## src/hw/rtl/assert_macros.svh

```systemverilog
// Concurrent check on i_clk, masked while i_rst_n is low
`ifndef ASSERT_MACROS_SVH
`define ASSERT_MACROS_SVH

`define GNMS_ASSERT(lbl, prop, msg) \
    lbl: assert property (@(posedge i_clk) disable iff (!i_rst_n) prop) else $error(msg);

// Concurrent check on i_clk, active during reset as well
`define GNMS_ASSERT_ALWAYS(lbl, prop, msg) \
    lbl: assert property (@(posedge i_clk) prop) else $error(msg);

`endif

```

## src/hw/rtl/gnms_pkg.sv

```systemverilog
package gnms_pkg;

    localparam int CELL_W      = 32;
    localparam int NUM_CELLS   = 4;
    localparam int SUM_W       = CELL_W + 2;
    localparam int SCORE_W     = 48;
    localparam int IN_TDATA_W  = NUM_CELLS * CELL_W;
    localparam int OUT_TDATA_W = SCORE_W;

    typedef logic signed [CELL_W-1:0]  t_cell;
    typedef logic signed [SUM_W-1:0]   t_sum;
    typedef logic signed [SCORE_W-1:0] t_score;

endpackage

```

## src/hw/rtl/gnms_max_tree.sv

```systemverilog
module gnms_max_tree #(
    parameter int N = 16
) (
    input  gnms_pkg::t_score i_val [N],
    output gnms_pkg::t_score o_max
);

    gnms_pkg::t_score w_node [2*N-1];

    for (genvar i = 0; i < N; i++) begin : g_leaf
        assign w_node[N-1+i] = i_val[i];
    end

    for (genvar i = 0; i < N-1; i++) begin : g_node
        assign w_node[i] = (w_node[2*i+1] > w_node[2*i+2]) ? w_node[2*i+1] : w_node[2*i+2];
    end

    assign o_max = w_node[0];

endmodule

```

## config.mk

```make
export PLATFORM = sky130hd
export DESIGN_NAME = gnms_max_tree
export DESIGN_NICKNAME = d
export VERILOG_FILES = /design/src/hw/rtl/assert_macros.svh /design/src/hw/rtl/gnms_pkg.sv /design/src/hw/rtl/gnms_max_tree.sv
export SDC_FILE = /design/constraint.sdc
export NUM_CORES = 2
export LEC_CHECK = 0
export ABC_AREA = 1
export BUFFER_PORTS_ARGS = -buffer_cell sky130_fd_sc_hd__buf_2
export CORE_AREA = 2 2 315 317
export DETAILED_ROUTE_END_ITERATION = 8
export DIE_AREA = 0 0 317 319
export PLACE_DENSITY = 0.47
export SETUP_SLACK_MARGIN = 0.4
export SLEW_MARGIN = 10
export SYNTH_ARGS = -nofsm -noshare
export SYNTH_HDL_FRONTEND = slang
export SYNTH_SLANG_ARGS = --single-unit
```

## constraint.sdc

```tcl
create_clock -name vclk -period 25.5
set_input_delay 6.375 -clock vclk [all_inputs]
set_output_delay 6.375 -clock vclk [all_outputs]
set_load 0.03 [all_outputs]
```

After elaboration in Yosys (flattened, before gate mapping)
Cells that the tools add are included.
Word-level totals
  register bits after elaboration: 0
  latch bits: 0
  RAM bits: 0
  memory bits (read-only): 0
  bits of input ports: 768
  output and inout bits: 48
  word-level logic and storage cells: 30
  memories kept: 0
Cells by class
  add/sub/neg operators: 0
  $mul: 0
  div/mod/pow operators: 0
  $lt $le $gt $ge: 15
  equal/unequal tests: 0
  shifts and indexed selects: 0
  multiplexer cells: 15
  bitwise gates (word level): 0
  reductions and logical operators: 0
Operators by type and width (number)
  > comparator 48 bit: 15
  two-way mux 48 bit: 15

Depth between registers and ports, before layout
  depth in word-level cells: 8
  mapped depth: 70
  gate-level depth less buffers: 62

Worst setup path before layout
Ideal clock, no wire load.
  kind: input -> output
  start: in i_val[335] (netlist name)
  end: out o_max[27]
  arrival time: 15.047 ns
  required time: 19.125 ns
  path slack: 4.078 ns
  stages on the path: 61
  path buffers: 8
  path through: inv_1 ha_1 nand2_1 nor2_1 nand4_1 nor3_2 nand2_1 nand3_1 nand2_1 nand3_1 clkbuf_1 clkbuf_1 a21oi_1 ha_1 nand2_1 nor2_1 nand2_1 nor3b_1 [25 not listed] buf_2 nand4_1 nand2_1 ha_1 nand2_1 inv_1 a221oi_1 o211ai_1 nand2_1 o211ai_1 nand3_1 o211ai_1 xor2_1 a31oi_1 clkbuf_1 clkbuf_1 nand3_1 nand2_1
On the way
  cells in the longest elaborated chain, start to end: 8
Ends and longest elaborated chain
  start, declared: line gnms_max_tree.sv:4  | input gnms_pkg::t_score i_val [N],
  > comparator 48 bit: line gnms_max_tree.sv:15  | assign w_node[i] = (w_node[2*i+1] > w_node[2*i+2]) ? w_node[2*i+1] : w_node[2*i+2];
  two-way mux 48 bit (*): line gnms_max_tree.sv:15
  > comparator 48 bit: line gnms_max_tree.sv:15
  two-way mux 48 bit (*): line gnms_max_tree.sv:15
  > comparator 48 bit: line gnms_max_tree.sv:15
  two-way mux 48 bit (*): line gnms_max_tree.sv:15
  > comparator 48 bit: line gnms_max_tree.sv:15
  two-way mux 48 bit (*): line gnms_max_tree.sv:15
  end, declared: line gnms_max_tree.sv:5  | output gnms_pkg::t_score o_max
Every way passes the cells marked *; elsewhere a longest branch is shown, timed or not.

Final worst setup path
  start: in i_val[207] (netlist name)
  end: out o_max[18]
The elaborated chain is that of the path after synthesis.

==> results.sh <==
export IMPL_outcome="finished clean"
export IMPL_detail_route_wirelength_um=138700
export IMPL_design_seq_count=0
export IMPL_crit_fanout=48
export IMPL_setup_tns_final_ns=0
export IMPL_yosysSeqAreaShare_pct=0
export IMPL_ant_nets=0
export IMPL_post_synth_most_frequent_cells="1,290 x nand2_1, 706 x ha_1, 699 x inv_1, 457 x a21oi_1, 416 x o21ai_0"
export IMPL_placed_area_mm2=0.03242
export IMPL_post_synth_top_count_cell="nand2_1"
export IMPL_post_cts_setup_buffers=0
export IMPL_min_path_type="primary input to primary output"
export IMPL_row_count=115
export IMPL_timing_fmax_mhz=41.62
export IMPL_globalRouteTotalUtil_pct=26.24
export IMPL_criticalPathCategory="primary input to primary output"
export IMPL_synth_warnings=0
export IMPL_gpl_final_weighted_congestion=0.9727
export IMPL_routed_via_density=4.934
export IMPL_post_synth_inst_count=4745
export IMPL_yosys_area_top_type="ha_1"
export IMPL_synth_nets=6219
export IMPL_fp_dieW_um=317
export IMPL_seq_area_um2=0
export IMPL_synthesis_area_mm2=0.02689
export IMPL_area_of_the_multi_input_gates_mm2=0.02354
export IMPL_fp_dieH_um=319
export IMPL_timing_max_cap_violations=0
export IMPL_post_synth_main_area_contributors="ha_1 33%, nand2_1 18%, inv_1 9.8%"
export IMPL_post_route_cells_drive_above_1_share_pct=17.22
export IMPL_final_min_clock_period_ns=24.03
export IMPL_critPathCaptureType="primary output"
export IMPL_utilization_pct=33.22
export IMPL_starting_utilization_of_the_core_area_pct=27.52
export IMPL_grt_pass1_vias=31430
export IMPL_unrepaired_setup_endpoints_after_global_routing="false"
export IMPL_worst_setup_path_start_kind="primary input"
export IMPL_num_io_pins=816
export IMPL_slew_headroom_pct=32.32
export IMPL_port_buf_inserts=816
export IMPL_core_region_area_mm2=0.09770
export IMPL_number_of_filler_cells_placed_in_the_layout=11250
export IMPL_stdcell_area_mm2=0.03246
export IMPL_finalHoldWorstSlack_ns=13.71
export IMPL_finalNetCount=6930
export IMPL_maximum_number_of_pins_on_one_net_before_global_route_repair=65
export IMPL_area_growth_synth_to_final_pct=20.72
export IMPL_n_clock_buffer=0
export IMPL_overflow=0
export IMPL_grt_first_pass_wirelength_um=198900
export IMPL_cp_slowest_stage_delay_ns=0.79
export IMPL_synthesis_area_per_instance_um2=5.666
export IMPL_worstMarginPinSlew_ns=1.006
export IMPL_dp_final_hpwl_um=127800
export IMPL_timing_max_transition_violations_final=0
export IMPL_antenna_found_initial=23
export IMPL_synth_top_area_share_pct=32.86
export IMPL_drt_pre_antenna_iters=6
export IMPL_vias_after_detailed_routing=33310
export IMPL_detail_route_drc_violations=0
export IMPL_setup_violations=0
export IMPL_synth_lib_cells_used_distinct=47
export IMPL_initialDrtViolationCount=2285
export IMPL_crit_arrival_ns=17.65
export IMPL_critPathMostFrequentCell="nand2_1"
export IMPL_worst_ep_required_time_ns=19.12
export IMPL_worst_path_max_delay_cell="nor4_1"
export IMPL_die_area_mm2=0.1011
export IMPL_final_hold_violation_count=0
export IMPL_final_min_period_over_clock_period_pct=94.22
export IMPL_wl_per_cell_um=20.54
==> layout by cell type, fill, tap and decap left out, types with 2 or more instances in the layout <==
master	n
nor2_2	8
o221ai_1	11
o21bai_1	5
nor2_1	350
diode_2	10
nor4_1	7
buf_4	54
ha_1	706
inv_2	6
nand4_1	197
o21a_1	12
o21ai_0	413
a21o_1	25
buf_2	816
nand2_2	18
nor3b_1	6
a2111oi_0	2
buf_12	7
o2111ai_1	3
nand3b_1	10
a21boi_1	2
nand3_2	14
and3_1	2
nand4_2	2
nor3_1	35
inv_1	699
a211oi_1	26
o21ai_1	5
o211ai_1	10
a21oi_1	457
o221a_2	3
nand3_4	6
nand2_1	1290
nand3_1	180
a221oi_1	8
and2_1	48
==> cells by family after synthesis <==
| family | after synthesis | synth area share, % |
|---|---|---|
| adder cells (fa/ha/maj) | 706 | 32.86 |
| XOR/XNOR | 1 | 0.03258 |
| AND/OR/NAND/NOR | 2180 | 34.94 |
| AO/OA/AOI/OAI | 984 | 19.48 |
| buffers and inverters | 874 | 12.70 |
==> critical path, delay by kind of cell <==
kind            cells  cell delay [ns]
simple gates       26             5.40
compound gates      9             1.82
buf+inv            12             2.44
fa+ha+maj           4             1.32
xor+xnor            1             0.18
==> repair_timing <==
item / CTS / global route
endpoints found under the setup margin: 0 / 11
hold buffers: 0 / 0
resized for setup: 0 / 5
==> per-layer routing <==
| layer | GRT usage [%] | routed length, µm |
|---|---|---|
| met2 | 45.61 | 65080 |
| met3 | 3.420 | 7965 |
| met5 | 0 | 117 |
| met1 | 34.71 | 62820 |
| met4 | 4.161 | 2694 |
==> worst paths after layout <==
check	startpoint	end	slack (ns)	depth (start not counted)
min	i_val[707]	o_max[35]	13.71	8
max	i_val[207]	o_max[18]	1.47	52
==> area by class of cell <==
type,count,share of cell area (%)
repair buffers,877,14.26
well taps,1287,4.961
inverters,706,8.165
multi-input cells,3871,72.53
diodes,10,0.07710
==> per-stage QoR <==
stage / setup slack [ns] / std cells
2_1_floorplan: 4.078 / 4745
3_3_place_gp: 1.222 / 6741
3_5_place_dp: 1.173 / 6741
4_1_cts: 1.144 / 6741
5_1_grt: 0.5901 / 6751
6_report: 1.474 / 6751
Power is not shown: default switching activity piles up to over one toggle a cycle in this logic, so the estimate is an artifact.
